$ cat config.mk
export PLATFORM = sky130hd
export DESIGN_NAME = pci_capability_register_access
export DESIGN_NICKNAME = d
export VERILOG_FILES = /design/src/pcap_pkg.sv /design/src/pcap_cfg_regs.sv /design/src/pcap_regfile.sv /design/src/pcap_walker.sv /design/src/pci_capability_register_access.sv
export VERILOG_INCLUDE_DIRS = /design/src /design/src/src
export SDC_FILE = /design/constraint.sdc
export NUM_CORES = 2
export LEC_CHECK = 0
export BUFFER_PORTS_ARGS = -buffer_cell sky130_fd_sc_hd__clkbuf_2
export CORE_ASPECT_RATIO = 1.1
export CORE_MARGIN = 2
export CORE_UTILIZATION = 45
export DETAILED_ROUTE_END_ITERATION = 8
export GPL_TIMING_DRIVEN = 0
export PLACE_DENSITY_LB_ADDON = 0.1
export RECOVER_POWER = 25
export SLEW_MARGIN = 25
export SYNTH_ARGS = -nofsm -noshare
export SYNTH_HDL_FRONTEND = slang
export SYNTH_SLANG_ARGS = --single-unit
$ cat constraint.sdc
create_clock -name clk -period 6.8 [get_ports clk]
set_clock_uncertainty 0.05 [all_clocks]
set_input_delay 0.68 -clock clk [delete_from_list [all_inputs] [get_ports clk]]
set_output_delay 0.68 -clock clk [all_outputs]
set_load 0.01 [all_outputs]
$ cat src/assert_macros.svh
// assertion macros shared by the rtl
`ifndef ASSERT_MACROS_SVH
`define ASSERT_MACROS_SVH

`ifndef NO_ASSERTIONS

// same-cycle implication
`define ASSERT_IMPLIES(lbl, clk, rstn, ante, cons, msg) \
    lbl: assert property (@(posedge clk) disable iff (!rstn) (ante) |-> (cons)) \
        else $error(msg);

// next-cycle implication
`define ASSERT_NEXT(lbl, clk, rstn, ante, cons, msg) \
    lbl: assert property (@(posedge clk) disable iff (!rstn) (ante) |=> (cons)) \
        else $error(msg);

`else

`define ASSERT_IMPLIES(lbl, clk, rstn, ante, cons, msg)
`define ASSERT_NEXT(lbl, clk, rstn, ante, cons, msg)

`endif

`endif

$ cat src/pcap_pkg.sv
`default_nettype none

package pcap_pkg;

    // capability type codes, three bits per slot
    localparam logic [2:0] CAP_MSI   = 3'd0;
    localparam logic [2:0] CAP_MSIX  = 3'd1;
    localparam logic [2:0] CAP_PM    = 3'd2;
    localparam logic [2:0] CAP_PCIE  = 3'd3;
    localparam logic [2:0] CAP_VSEC  = 3'd4;
    localparam logic [2:0] CAP_PASID = 3'd5;

    // configuration register indexes
    localparam logic [2:0] REG_SLOT_COUNT = 3'd0;
    localparam logic [2:0] REG_SLOT_TYPES = 3'd1;
    localparam logic [2:0] REG_MSI_WIDE   = 3'd2;
    localparam logic [2:0] REG_MSI_MASK   = 3'd3;
    localparam logic [2:0] REG_VSEC_LEN   = 3'd4;

    // layout constants
    localparam logic [11:0] CAP_BASE  = 12'h040;
    localparam logic [11:0] SPACE_END = 12'd255;
    localparam logic [8:0]  PCIE_SIZE = 9'd60;

    // write masks
    localparam logic [15:0] MSI_CTRL_MASK   = 16'hFFFF;
    localparam logic [15:0] MSIX_CTRL_MASK  = 16'hC7FF;
    localparam logic [15:0] PM_CTRL_MASK    = 16'h8103;
    localparam logic [15:0] PASID_CTRL_MASK = 16'h0007;

    // access sizes
    localparam logic [2:0] SZ_WORD  = 3'd2;
    localparam logic [2:0] SZ_DWORD = 3'd4;

    // sequencer states
    typedef enum logic [2:0] {
        ST_IDLE   = 3'b001,
        ST_WALK   = 3'b010,
        ST_ACCESS = 3'b100
    } state_t;

    // configuration seen by the datapath
    typedef struct packed {
        logic [3:0]  slot_count;
        logic [23:0] slot_types;
        logic        msi_wide;
        logic        msi_masking;
        logic [7:0]  vsec_len;
    } cfg_t;

    // matched access handed to the slot register file
    typedef struct packed {
        logic        fire;
        logic        is_write;
        logic [2:0]  cap_type;
        logic [7:0]  offset;
        logic [2:0]  size;
        logic [31:0] wdata;
    } acc_t;

endpackage

`default_nettype wire

$ cat src/pcap_cfg_regs.sv
`default_nettype none

module pcap_cfg_regs (
    input  wire logic         clk,
    input  wire logic         rst_n,
    input  wire logic         psel,
    input  wire logic         penable,
    input  wire logic         pwrite,
    input  wire logic [4:0]   paddr,
    input  wire logic [31:0]  pwdata,
    output logic [31:0]       prdata,
    output pcap_pkg::cfg_t    cfg
);

    logic          wr_en;
    logic [2:0]    reg_idx;
    pcap_pkg::cfg_t cfg_reg;

    assign wr_en   = psel && penable && pwrite;
    assign reg_idx = paddr[4:2];

    // register writes on the access phase
    always_ff @(posedge clk or negedge rst_n)
    begin
        if (!rst_n)
        begin
            cfg_reg <= '0;
        end
        else if (wr_en)
        begin
            unique case (reg_idx)
                pcap_pkg::REG_SLOT_COUNT: cfg_reg.slot_count  <= pwdata[3:0];
                pcap_pkg::REG_SLOT_TYPES: cfg_reg.slot_types  <= pwdata[23:0];
                pcap_pkg::REG_MSI_WIDE:   cfg_reg.msi_wide    <= pwdata[0];
                pcap_pkg::REG_MSI_MASK:   cfg_reg.msi_masking <= pwdata[0];
                pcap_pkg::REG_VSEC_LEN:   cfg_reg.vsec_len    <= pwdata[7:0];
                default: ;
            endcase
        end
    end

    // read mux
    always_comb
    begin
        unique case (reg_idx)
            pcap_pkg::REG_SLOT_COUNT: prdata = {28'd0, cfg_reg.slot_count};
            pcap_pkg::REG_SLOT_TYPES: prdata = {8'd0, cfg_reg.slot_types};
            pcap_pkg::REG_MSI_WIDE:   prdata = {31'd0, cfg_reg.msi_wide};
            pcap_pkg::REG_MSI_MASK:   prdata = {31'd0, cfg_reg.msi_masking};
            pcap_pkg::REG_VSEC_LEN:   prdata = {24'd0, cfg_reg.vsec_len};
            default:                  prdata = 32'd0;
        endcase
    end

    assign cfg = cfg_reg;

endmodule

`default_nettype wire

$ cat src/pcap_regfile.sv
`default_nettype none

module pcap_regfile #(
    parameter int MAX_SLOTS = 8,
    parameter int IDX_W     = 3
) (
    input  wire logic             clk,
    input  wire logic             rst_n,
    input  wire pcap_pkg::cfg_t   cfg,
    input  wire pcap_pkg::acc_t   acc,
    input  wire logic [IDX_W-1:0] slot,
    output logic                  rd_hit,
    output logic [31:0]           rd_data
);

    logic [15:0] ctrl_reg     [MAX_SLOTS];
    logic [31:0] addr_lo_reg  [MAX_SLOTS];
    logic [31:0] addr_hi_reg  [MAX_SLOTS];
    logic [15:0] msg_data_reg [MAX_SLOTS];
    logic [31:0] vmask_reg    [MAX_SLOTS];

    logic [7:0]  data_off;
    logic [7:0]  mask_off;
    logic        is_msi;
    logic        sz_w;
    logic        sz_d;
    logic        we_ctrl;
    logic        we_lo;
    logic        we_hi;
    logic        we_data;
    logic        we_mask;
    logic [15:0] ctrl_mask;

    assign data_off = cfg.msi_wide ? 8'd12 : 8'd8;
    assign mask_off = cfg.msi_wide ? 8'd16 : 8'd12;
    assign is_msi   = (acc.cap_type == pcap_pkg::CAP_MSI);
    assign sz_w     = (acc.size == pcap_pkg::SZ_WORD);
    assign sz_d     = (acc.size == pcap_pkg::SZ_DWORD);

    // write decode, msi registers in priority order
    always_comb
    begin
        we_ctrl   = 1'b0;
        we_lo     = 1'b0;
        we_hi     = 1'b0;
        we_data   = 1'b0;
        we_mask   = 1'b0;
        ctrl_mask = pcap_pkg::MSI_CTRL_MASK;
        if (acc.fire && acc.is_write)
        begin
            case (acc.cap_type)
                pcap_pkg::CAP_MSI:
                begin
                    if (acc.offset == 8'd2 && sz_w)
                        we_ctrl = 1'b1;
                    else if (acc.offset == 8'd4 && sz_d)
                        we_lo = 1'b1;
                    else if (cfg.msi_wide && acc.offset == 8'd8 && sz_d)
                        we_hi = 1'b1;
                    else if (acc.offset == data_off && sz_w)
                        we_data = 1'b1;
                    else if (cfg.msi_masking && acc.offset == mask_off && sz_d)
                        we_mask = 1'b1;
                end
                pcap_pkg::CAP_MSIX:
                begin
                    ctrl_mask = pcap_pkg::MSIX_CTRL_MASK;
                    we_ctrl   = (acc.offset == 8'd2) && sz_w;
                end
                pcap_pkg::CAP_PM:
                begin
                    ctrl_mask = pcap_pkg::PM_CTRL_MASK;
                    we_ctrl   = (acc.offset == 8'd4) && sz_w;
                end
                pcap_pkg::CAP_PASID:
                begin
                    ctrl_mask = pcap_pkg::PASID_CTRL_MASK;
                    we_ctrl   = (acc.offset == 8'd4) && sz_w;
                end
                default: ;
            endcase
        end
    end

    // per-slot register storage
    always_ff @(posedge clk or negedge rst_n)
    begin
        if (!rst_n)
        begin
            for (int i = 0; i < MAX_SLOTS; i++)
            begin
                ctrl_reg[i]     <= '0;
                addr_lo_reg[i]  <= '0;
                addr_hi_reg[i]  <= '0;
                msg_data_reg[i] <= '0;
                vmask_reg[i]    <= '0;
            end
        end
        else
        begin
            if (we_ctrl)
                ctrl_reg[slot] <= acc.wdata[15:0] & ctrl_mask;
            if (we_lo)
                addr_lo_reg[slot] <= acc.wdata;
            if (we_hi)
                addr_hi_reg[slot] <= acc.wdata;
            if (we_data)
                msg_data_reg[slot] <= acc.wdata[15:0];
            if (we_mask)
                vmask_reg[slot] <= acc.wdata;
        end
    end

    // read decode; msi data, address and mask ignore the access size
    always_comb
    begin
        rd_hit  = 1'b0;
        rd_data = 32'd0;
        case (acc.cap_type) inside
            pcap_pkg::CAP_MSI:
            begin
                if (acc.offset == 8'd2 && sz_w)
                begin
                    rd_hit  = 1'b1;
                    rd_data = {16'd0, ctrl_reg[slot]};
                end
                else if (acc.offset == 8'd4)
                begin
                    rd_hit  = 1'b1;
                    rd_data = addr_lo_reg[slot];
                end
                else if (cfg.msi_wide && acc.offset == 8'd8)
                begin
                    rd_hit  = 1'b1;
                    rd_data = addr_hi_reg[slot];
                end
                else if (acc.offset == data_off)
                begin
                    rd_hit  = 1'b1;
                    rd_data = {16'd0, msg_data_reg[slot]};
                end
                else if (cfg.msi_masking && acc.offset == mask_off)
                begin
                    rd_hit  = 1'b1;
                    rd_data = vmask_reg[slot];
                end
            end
            pcap_pkg::CAP_MSIX:
            begin
                rd_hit  = (acc.offset == 8'd2) && sz_w;
                rd_data = {16'd0, ctrl_reg[slot]};
            end
            pcap_pkg::CAP_PM, pcap_pkg::CAP_PASID:
            begin
                rd_hit  = (acc.offset == 8'd4) && sz_w;
                rd_data = {16'd0, ctrl_reg[slot]};
            end
            default: ;
        endcase
    end

endmodule

`default_nettype wire

$ cat src/pcap_walker.sv
`default_nettype none

`include "assert_macros.svh"

module pcap_walker #(
    parameter int MAX_SLOTS = 8,
    parameter int IDX_W     = 3,
    parameter int CNT_W     = 4
) (
    input  wire logic             clk,
    input  wire logic             rst_n,
    input  wire pcap_pkg::cfg_t   cfg,
    input  wire logic             in_valid,
    output logic                  in_ready,
    input  wire logic             cmd,
    input  wire logic [7:0]       byte_address,
    input  wire logic [2:0]       access_bytes,
    input  wire logic [31:0]      write_data,
    output logic                  out_valid,
    input  wire logic             out_ready,
    output logic                  handled,
    output logic [31:0]           read_data,
    output pcap_pkg::acc_t        acc,
    output logic [IDX_W-1:0]      slot,
    input  wire logic             rd_hit,
    input  wire logic [31:0]      rd_data
);

    localparam logic [3:0] MAX_SLOTS_CFG = 4'(MAX_SLOTS);

    pcap_pkg::state_t state_reg, state_next;

    logic             is_write_reg;
    logic [7:0]       addr_reg;
    logic [2:0]       size_reg;
    logic [31:0]      wdata_reg;
    logic [CNT_W-1:0] cnt_reg;
    logic [CNT_W-1:0] count_reg;
    logic [11:0]      base_reg;
    logic             found_reg;
    logic [2:0]       type_reg;
    logic [7:0]       off_reg;
    logic             out_valid_reg;
    logic             handled_reg;
    logic [31:0]      read_data_reg;

    logic [CNT_W-1:0] count_next;
    logic [2:0]       cur_type;
    logic [8:0]       cur_size;
    logic [11:0]      slot_end;
    logic             slot_match;
    logic             walk_done;
    logic             load;

    // slot count clamp, taken at accept
    assign count_next = (cfg.slot_count > MAX_SLOTS_CFG) ? CNT_W'(MAX_SLOTS)
                                                         : CNT_W'(cfg.slot_count);

    // shared size, add and range compare for the current slot
    assign cur_type = cfg.slot_types[32'(cnt_reg[IDX_W-1:0]) * 3 +: 3];

    always_comb
    begin
        case (cur_type)
            pcap_pkg::CAP_MSI:
                cur_size = 9'd12 + (cfg.msi_wide ? 9'd4 : 9'd0)
                                 + (cfg.msi_masking ? 9'd8 : 9'd0);
            pcap_pkg::CAP_MSIX:  cur_size = 9'd12;
            pcap_pkg::CAP_PM:    cur_size = 9'd8;
            pcap_pkg::CAP_PCIE:  cur_size = pcap_pkg::PCIE_SIZE;
            pcap_pkg::CAP_VSEC:  cur_size = 9'd8 + {1'b0, cfg.vsec_len};
            pcap_pkg::CAP_PASID: cur_size = 9'd8;
            default:             cur_size = 9'd0;
        endcase
    end

    assign slot_end   = base_reg + {3'd0, cur_size};
    assign slot_match = (base_reg <= pcap_pkg::SPACE_END)
                     && ({4'd0, addr_reg} >= base_reg)
                     && ({4'd0, addr_reg} < slot_end);
    assign walk_done  = (cnt_reg == count_reg);

    // result register load when the output side is free
    assign load = (state_reg == pcap_pkg::ST_ACCESS) && (!out_valid_reg || out_ready);

    // sequencer
    always_comb
    begin
        state_next = state_reg;
        unique case (state_reg)
            pcap_pkg::ST_IDLE:
                if (in_valid)
                    state_next = pcap_pkg::ST_WALK;
            pcap_pkg::ST_WALK:
                if (walk_done || slot_match)
                    state_next = pcap_pkg::ST_ACCESS;
            pcap_pkg::ST_ACCESS:
                if (load)
                    state_next = pcap_pkg::ST_IDLE;
            default:
                state_next = pcap_pkg::ST_IDLE;
        endcase
    end

    always_ff @(posedge clk or negedge rst_n)
    begin
        if (!rst_n)
        begin
            state_reg     <= pcap_pkg::ST_IDLE;
            cnt_reg       <= '0;
            count_reg     <= '0;
            base_reg      <= pcap_pkg::CAP_BASE;
            found_reg     <= 1'b0;
            out_valid_reg <= 1'b0;
        end
        else
        begin
            state_reg <= state_next;
            // start of a walk
            if (state_reg == pcap_pkg::ST_IDLE && in_valid)
            begin
                cnt_reg   <= '0;
                count_reg <= count_next;
                base_reg  <= pcap_pkg::CAP_BASE;
                found_reg <= 1'b0;
            end
            // one slot per cycle
            else if (state_reg == pcap_pkg::ST_WALK && !walk_done)
            begin
                if (slot_match)
                    found_reg <= 1'b1;
                else
                begin
                    base_reg <= slot_end;
                    cnt_reg  <= cnt_reg + 1'b1;
                end
            end
            // output register handshake
            if (load)
                out_valid_reg <= 1'b1;
            else if (out_ready)
                out_valid_reg <= 1'b0;
        end
    end

    // payload registers
    always_ff @(posedge clk)
    begin
        if (state_reg == pcap_pkg::ST_IDLE && in_valid)
        begin
            is_write_reg <= cmd;
            addr_reg     <= byte_address;
            size_reg     <= access_bytes;
            wdata_reg    <= write_data;
        end
        if (state_reg == pcap_pkg::ST_WALK && !walk_done && slot_match)
        begin
            type_reg <= cur_type;
            off_reg  <= addr_reg - base_reg[7:0];
        end
        if (load)
        begin
            handled_reg   <= found_reg && (is_write_reg || rd_hit);
            read_data_reg <= (found_reg && !is_write_reg && rd_hit) ? rd_data : 32'd0;
        end
    end

    // access toward the slot registers
    always_comb
    begin
        acc.fire     = load && found_reg;
        acc.is_write = is_write_reg;
        acc.cap_type = type_reg;
        acc.offset   = off_reg;
        acc.size     = size_reg;
        acc.wdata    = wdata_reg;
    end

    assign slot      = cnt_reg[IDX_W-1:0];
    assign in_ready  = (state_reg == pcap_pkg::ST_IDLE);
    assign out_valid = out_valid_reg;
    assign handled   = handled_reg;
    assign read_data = read_data_reg;

    `ASSERT_IMPLIES(a_walk_bound, clk, rst_n, state_reg == pcap_pkg::ST_WALK, cnt_reg <= count_reg, "slot counter ran past the slot count")
    `ASSERT_IMPLIES(a_hit_in_space, clk, rst_n, state_reg == pcap_pkg::ST_ACCESS && found_reg, base_reg <= pcap_pkg::SPACE_END && cnt_reg < count_reg, "matched slot lies outside the space")
    `ASSERT_NEXT(a_accept_walks, clk, rst_n, in_valid && in_ready, state_reg == pcap_pkg::ST_WALK && !out_valid_reg == !$past(out_valid_reg && !out_ready), "accepted transfer did not start a walk")
    `ASSERT_NEXT(a_stall_holds, clk, rst_n, state_reg == pcap_pkg::ST_ACCESS && out_valid_reg && !out_ready, state_reg == pcap_pkg::ST_ACCESS && $stable(read_data_reg) && $stable(handled_reg), "pending result overwritten under stall")
    `ASSERT_NEXT(a_write_handled, clk, rst_n, load && found_reg && is_write_reg, out_valid_reg && handled_reg, "write inside a slot not reported handled")

endmodule

`default_nettype wire

$ cat src/pci_capability_register_access.sv
// pci capability register access
// configuration: apb-style port, pready always high, registers at byte
// address 4*i: slot_count, slot_types, msi_wide_address,
// msi_vector_masking, vendor_section_length. writes land on the access
// phase; configure only while no transfer is in flight.
// input channel: in_valid/in_ready carry cmd, byte_address, access_bytes
// and write_data; one result transfer (handled, read_data) per input.
// walk: the sequencer walks the slot list one slot per cycle from
// offset 0x40 through a single size/add/compare unit, then decodes the
// matched slot's registers in the access step. in_ready is low from
// accept until the result is loaded.
// the result sits in an output register: a new input is taken while it
// waits, but a stalled out_ready holds the next result in the decode step.
// reset clears the configuration, all slot registers and the sequencer.
`default_nettype none

module pci_capability_register_access #(
    parameter int MAX_SLOTS = 8
) (
    input  wire logic        clk,
    input  wire logic        rst_n,
    input  wire logic        psel,
    input  wire logic        penable,
    input  wire logic        pwrite,
    input  wire logic [4:0]  paddr,
    input  wire logic [31:0] pwdata,
    output logic [31:0]      prdata,
    output logic             pready,
    input  wire logic        in_valid,
    output logic             in_ready,
    input  wire logic        cmd,
    input  wire logic [7:0]  byte_address,
    input  wire logic [2:0]  access_bytes,
    input  wire logic [31:0] write_data,
    output logic             out_valid,
    input  wire logic        out_ready,
    output logic             handled,
    output logic [31:0]      read_data
);

    localparam int IDX_W = (MAX_SLOTS > 1) ? $clog2(MAX_SLOTS) : 1;
    localparam int CNT_W = $clog2(MAX_SLOTS + 1);

    pcap_pkg::cfg_t   cfg;
    pcap_pkg::acc_t   acc;
    logic [IDX_W-1:0] slot;
    logic             rd_hit;
    logic [31:0]      rd_data;

    assign pready = 1'b1;

    // configuration registers
    pcap_cfg_regs u_cfg_regs (
        .clk     (clk),
        .rst_n   (rst_n),
        .psel    (psel),
        .penable (penable),
        .pwrite  (pwrite),
        .paddr   (paddr),
        .pwdata  (pwdata),
        .prdata  (prdata),
        .cfg     (cfg)
    );

    // slot walk sequencer
    pcap_walker #(
        .MAX_SLOTS (MAX_SLOTS),
        .IDX_W     (IDX_W),
        .CNT_W     (CNT_W)
    ) u_walker (
        .clk          (clk),
        .rst_n        (rst_n),
        .cfg          (cfg),
        .in_valid     (in_valid),
        .in_ready     (in_ready),
        .cmd          (cmd),
        .byte_address (byte_address),
        .access_bytes (access_bytes),
        .write_data   (write_data),
        .out_valid    (out_valid),
        .out_ready    (out_ready),
        .handled      (handled),
        .read_data    (read_data),
        .acc          (acc),
        .slot         (slot),
        .rd_hit       (rd_hit),
        .rd_data      (rd_data)
    );

    // per-slot capability registers
    pcap_regfile #(
        .MAX_SLOTS (MAX_SLOTS),
        .IDX_W     (IDX_W)
    ) u_regfile (
        .clk     (clk),
        .rst_n   (rst_n),
        .cfg     (cfg),
        .acc     (acc),
        .slot    (slot),
        .rd_hit  (rd_hit),
        .rd_data (rd_data)
    );

endmodule

`default_nettype wire

---- Word-level counts from Yosys, hierarchy flattened ----
Index checks and enable logic that the tools add are counted.
cells by class
  $add $sub $neg .......................... 6
  multiply operators ...................... 1
  order comparisons ....................... 6
  equality and inequality tests ........... 27
  shifts and indexed selects .............. 1
  mux-type cells .......................... 89
  bitwise logic cells ..................... 2
  reductions and logical operators ........ 44
operators with widths
  cell                                           count
  bitwise mux 256 bit                            3
  2-to-1 mux 32 bit                              14
  binary-select mux 32 bit (select 3 bit)        3
  bitwise mux 128 bit                            2
  case mux 24 bit (5 select lines)               1
  2-to-1 mux 16 bit                              7
  binary-select mux 16 bit (select 3 bit)        2
  demux 32 bit (select 3 bit)                    1
  demux 16 bit (select 3 bit)                    1
  case mux 16 bit (3 select lines)               1
  case mux 9 bit (5 select lines)                1
  2-to-1 mux 1 bit                               37
  2-to-1 mux 12 bit                              3
  variable part select 24 x 6 -> 3 bit           1
  logical AND 1 bit                              22
  == test 3 x 2 -> 1 bit, second input constant  7
  2-to-1 mux 4 bit                               5
  == test 3 bit, second input constant           6
  AND 16 bit                                     1
  == test 8 bit                                  2
  2-to-1 mux 3 bit                               5
  AND reduction 2 bit                            7
  adder 12 x 9 -> 12 bit                         1
  == test 3 x 1 -> 1 bit, second input constant  4
  28 further kinds                               39
word-level totals
  bits in registers ....................... 1175
  bits of input ports ..................... 88
  output and inout port bits .............. 68
  logic and storage cells ................. 235

---- Depth between registers and ports, before layout ----
  word-level depth ........................ 11
  mapped depth ............................ 26

---- By module ----
From an unflattened synthesis, not the netlist that was laid out.
second synthesis, totals
  cell total of the unflattened synthesis .. 3878
  area, all modules ....................... 54228.3 um^2
by module, submodules not included
  module                          times used  cells each  area an instance (um^2)
  pcap_regfile                    1           3320        47017.6
  pcap_walker                     1           412         5322.6
  pcap_cfg_regs                   1           144         1876.8
  pci_capability_register_access  1           2           11.3

---- Least setup slack after synthesis ----
Ideal clock, no wire load.
  path kind ............................... reg2reg
  start ................................... register u_walker.cnt_reg[1]
  end ..................................... register u_walker.off_reg[0], enable pin
  library setup time ...................... 0.380 ns
  data arrival time ....................... 4.535 ns
  required time ........................... 6.370 ns
  path slack .............................. 1.836 ns
  stages on the path, launching flop included .. 23
  path buffers ............................ 5
  period minus slack after synthesis ...... 4.964 ns
  path through ............................ dfrtp_1 -> buf_2 -> buf_2 -> buf_2 -> and2_1 -> buf_2 -> buf_2 -> a22oi_1 -> nand4_1 -> and3_1 -> ha_1 -> fa_1 -> a21o_1 -> a21oi_1 -> xor2_1 -> ha_1 -> nand3_1 -> nand2_1 -> a41oi_1 -> o21ai_0 -> o2111ai_1 -> o21ai_2 -> nor2_1
between the ends
  cells in the longest elaborated chain, start to end .. 9
  elaborated cells between the ends (all ways) .. 17
RTL lines
  element                                                  RTL line            text
  start, declared                                          pcap_walker.sv:37   logic [CNT_W-1:0] cnt_reg;
  start signal, assigned                                   pcap_walker.sv:135  cnt_reg <= cnt_reg + 1'b1;
  multiplier 3 x 2 -> 5 bit (*)                            pcap_walker.sv:60   assign cur_type = cfg.slot_types[32'(cnt_reg[IDX_W-1:0]) * 3 +: 3];
  variable part select 24 x 6 -> 3 bit (*)                 pcap_walker.sv:60
  via u_walker.cur_type[2]                                 pcap_walker.sv:48   logic [2:0] cur_type;
  == test 3 x 2 -> 1 bit or == test 3 bit (tied branches)  pcap_walker.sv:64   case (cur_type)
  OR reduction 2 bit (no source line)                      --
  case mux 9 bit (5 select lines) (*)                      pcap_walker.sv:64
  adder 12 x 9 -> 12 bit (*)                               pcap_walker.sv:77   assign slot_end = base_reg + {3'd0, cur_size};
  < comparator 8 x 12 -> 1 bit (*)                         pcap_walker.sv:80   && ({4'd0, addr_reg} < slot_end);
  logical AND 1 bit (*)                                    pcap_walker.sv:80
  logical AND 1 bit (*)                                    pcap_walker.sv:156  if (state_reg == pcap_pkg::ST_WALK && !walk_done && slot_match)
  end signal, assigned                                     pcap_walker.sv:159  off_reg <= addr_reg - base_reg[7:0];
  end, declared                                            pcap_walker.sv:42   logic [7:0] off_reg;
Mark *: on every way through the listed nets, which the timed path passes. The rest lies on a longest branch.
A chain may end at the register's enable or synchronous reset.

---- Final worst setup path ----
  start ................................... register u_walker.cnt_reg[0]
  end ..................................... register u_walker.base_reg[7]
between the ends
  cells in the longest elaborated chain, start to end .. 10
  elaborated cells between the ends (all ways) .. 22
RTL lines
  element                                                  RTL line            text
  multiplier 3 x 2 -> 5 bit (*)                            pcap_walker.sv:60
  variable part select 24 x 6 -> 3 bit (*)                 pcap_walker.sv:60
  via u_walker.cur_type[2]                                 pcap_walker.sv:48
  == test 3 x 2 -> 1 bit or == test 3 bit (tied branches)  pcap_walker.sv:64
  OR reduction 2 bit (no source line)                      --
  case mux 9 bit (5 select lines) (*)                      pcap_walker.sv:64
  adder 12 x 9 -> 12 bit (*)                               pcap_walker.sv:77
  < comparator 8 x 12 -> 1 bit                             pcap_walker.sv:80
  logical AND 1 bit                                        pcap_walker.sv:80
  != test 2 bit (no source line)                           --
  AND reduction 2 bit (no source line)                     --
  end signal, assigned                                     pcap_walker.sv:112  base_reg <= pcap_pkg::CAP_BASE;
  end signal, assigned                                     pcap_walker.sv:124  base_reg <= pcap_pkg::CAP_BASE;
  end signal, assigned                                     pcap_walker.sv:134  base_reg <= slot_end;
  end, declared                                            pcap_walker.sv:39   logic [11:0] base_reg;
Mark *: on every way through the listed nets, which the timed path passes. The rest lies on a longest branch. The select of a mux whose other input is x is not followed.

==> flow_summary.json <==
{
  "ys_warn_count": 0,
  "endpoint_kind": "flip-flop",
  "utilization": 0.520,
  "vias": 36856,
  "hold_class": "in -> reg",
  "leakage_nw": 27.8,
  "dp_hpwl_um": 133000,
  "grt_antenna_before_repair": 6,
  "drc": 0,
  "crit_path_start": "u_walker.cnt_reg[0]$_DFFE_PN0P_",
  "synth_compound_area_frac": 0.114,
  "htreeDepth": 4,
  "grt.total_usage": 0.326,
  "ant_nets": 0,
  "cts_tree": "built",
  "syn_to_final_growth_pct": 14.3,
  "syn_inst": 3974,
  "die_x_um": 329,
  "synth_top_family_by_area": "multiplexers",
  "layout-drive-gt1-share": 0.334,
  "reg2reg_slack_ps": 420,
  "grt_pass1_vias": 37004,
  "yosysUniqueCellTypes": 85,
  "crit_required_ps": 7380,
  "r2r_end": "u_walker.base_reg[7]$_DFFE_PN0P_",
  "clkSlewWorstSetupHoldPaths_ps": 60,
  "regToRegStartpoint": "u_walker.cnt_reg[0]$_DFFE_PN0P_",
  "overflow": 0,
  "drv_slew": 185,
  "n_fill_cell": 10151,
  "yosys.area_share.xor_xnor": 0.00353,
  "ys_ff_latch": 1175,
  "firstDrtPassIters": 6,
  "synth_fa_ha_area_frac": 0.00725,
  "ir_worst_vdd_v": 0.000232,
  "grt_pass1_wl_um": 276000,
  "setup_viol_count_final": 0,
  "drt-initial-drc-count": 3656,
  "rsz0062_at_grt": "no",
  "gp_congestion": 0.935,
  "multi_input_area_mm2": 0.0204,
  "routed_wl_um": 194000,
  "wl_per_cell_um": 32.9,
  "port_buffers": 134,
  "outcome": "finished with violations",
  "clock_latency_ps": 740,
  "layout.nets": 4393,
  "dieArea_mm2": 0.119,
  "post-route-period-util": 0.938,
  "async_flop_share": 0.925,
  "powerDensity_mw_per_mm2": 303,
  "power_w": 0.0180,
  "io-pin-count": 156,
  "finalSetupTns_ps": 0,
  "num_rows": 130,
  "hold-path-cell-count": 1,
  "root_buffer": "clkbuf_16",
  "initial_core_util": 0.455,
  "ys_seq_area_frac": 0.572,
  "synth_edf_count": 88,
  "max-cap-violations": 3,
  "via_per_inst": 6.25,
  "clock_path_buffers": 3,
  "fp.dieH_um": 361,
  "crit_path_max_fanout": 10,
  "hold_end": "u_walker.wdata_reg[29]$_DFFE_PP_",
  "coreArea_mm2": 0.115,
  "relSlewSlack": -2.04,
  "cts_num_sinks": 1175,
  "setup.worst_path.start_class": "flip-flop",
  "crit_arrival_ps": 6960,
  "min-delay-start": "write_data[29]",
  "failed_checks": "max-capacitance violations, max-slew violations",
  "worstSetupPathType": "reg -> reg",
  "avgSynthCellArea_um2": 13.1,
  "syn_area_mm2": 0.0521,
  "grt_max_degree": 83,
  "ff2ff_path_depth": 23,
  "whs_ps": 57.0,
  "hold_viol": 0,
  "yosys.area_share.simple": 0.0475,
  "synthFlopType": "dfrtp_1",
  "mostFrequentLayoutCells": "dfrtp_1, mux2_2, a22oi_1, clkbuf_1, nand2_1",
  "worst_pin_slew_ps": 4570,
  "muxShareOfSynthArea": 0.218,
  "fmax_ghz": 0.157,
  "cts_buffers": 134,
  "layout_commonest_cell": "dfrtp_1",
  "min_period_ps": 6380,
  "seq_area_mm2": 0.0298
}
==> report_power, final <==
part / switching (W) / total, W / internal [W]
Sequential: 0.000241 / 0.00751 / 0.00727
Clock: 0.00297 / 0.00716 / 0.00420
Combinational: 0.00261 / 0.00336 / 0.000749
Total: 0.00581 / 0.0180 / 0.0122
==> worst max-delay path by stage <==
stage	endpoint	slack [ps]	depth (start not counted)
final	u_walker.base_reg[7]$_DFFE_PN0P_	420	23
after global routing	u_regfile.vmask_reg[105]$_DFFE_PN0P_	60	6
after CTS	u_walker.base_reg[7]$_DFFE_PN0P_	20	22
after detailed placement	u_walker.off_reg[1]$_DFFE_PP_	-200	20
after global placement	u_regfile.vmask_reg[228]$_DFFE_PN0P_	-22650	1
after floorplan	u_walker.off_reg[0]$_DFFE_PP_	1840	22
==> critical path, stage by stage, from the launching register on <==
cell	delay, ps
dfrtp_1	390
buf_2	230
nor2b_2	460
and2_1	290
buf_2	370
buf_2	610
a22oi_1	200
nand4_1	120
buf_4	180
and2_1	160
o2bb2ai_1	140
ha_1	320
and2_1	200
a221oi_2	380
nand2_1	120
xnor2_1	170
ha_1	290
nand2_1	40
o21ai_0	200
o2111ai_1	230
o21ai_2	380
a21oi_2	190
buf_2	240
a2bb2o_1	290
==> logic make-up (layout without fill, tap and decap cells) <==
family / after synthesis / in the layout
AOI/OAI and AO/OA: 868 / 868
xor gates and xnor gates: 21 / 21
adders and majority gates: 29 / 29
buffers and inverters: 375 / 769
DFF: 1175 / 1175
muxes: 1010 / 1010
other: 2 / 13
and+or+nand+nor: 494 / 494
==> Yosys cell counts, types with 18 or more instances <==
library cell  instances  area (µm²)
dfrtp_1            1085       27200
mux2_2              909       10200
a22oi_1             280        2100
nand2_1             199         747
clkbuf_1            175         657
o21ai_0             154         771
o22ai_1             122         763
a21oi_1             101         505
nor2_1               97         364
edfxtp_1             88        2640
mux2_1               70         788
buf_2                64         320
a221oi_1             52         455
buf_4                41         308
buf_6                38         428
buf_1                32         120
nor3_1               32         160
and2_1               27         169
ha_1                 27         338
mux2i_1              27         270
inv_1                25        93.8
a22o_1               23         201
nand4_1              22         138
a31oi_1              20         125
nand3_1              18        90.1
nor2b_1              18         113
==> timing repair <==
action,in CTS,in global routing
setup endpoints to repair,15,28
gates cloned,0,0
gates resized for setup,3,4
endpoints found under the hold margin,19,0
pin swaps,0,1
hold buffers,1,0
buffers inserted,0,2
==> area by class of cell <==
cell class,instances,share of cell area
timing repair buffer,160,0.0197
buffer,349,0.0311
clock buffer,197,0.0663
clock inverter,38,0.00561
multi-input combinational,2431,0.343
inverter,25,0.00162
tap,1518,0.0319
sequential,1175,0.501
antenna,4,0.000168
==> per-layer routing <==
metal,vias to the layer above,GRT usage,part of all wire
li1,15349,-,-
met1,19503,0.419,0.40
met2,1530,0.516,0.46
met3,470,0.0557,0.063
met4,4,0.200,0.068
met5,-,0,0.00016
==> per-stage QoR <==
stage / cells / instance area (µm²) / setup WS, ps
2_1_floorplan: 3981 / 52200 / 1840
3_3_place_gp: 5633 / 54700 / -22650
3_5_place_dp: 5655 / 55300 / -201
4_1_cts: 5891 / 59600 / 22.5
5_1_grt: 5893 / 59600 / 57.8
6_report: 5897 / 59600 / 421
Power figures use the tool's default switching activity.
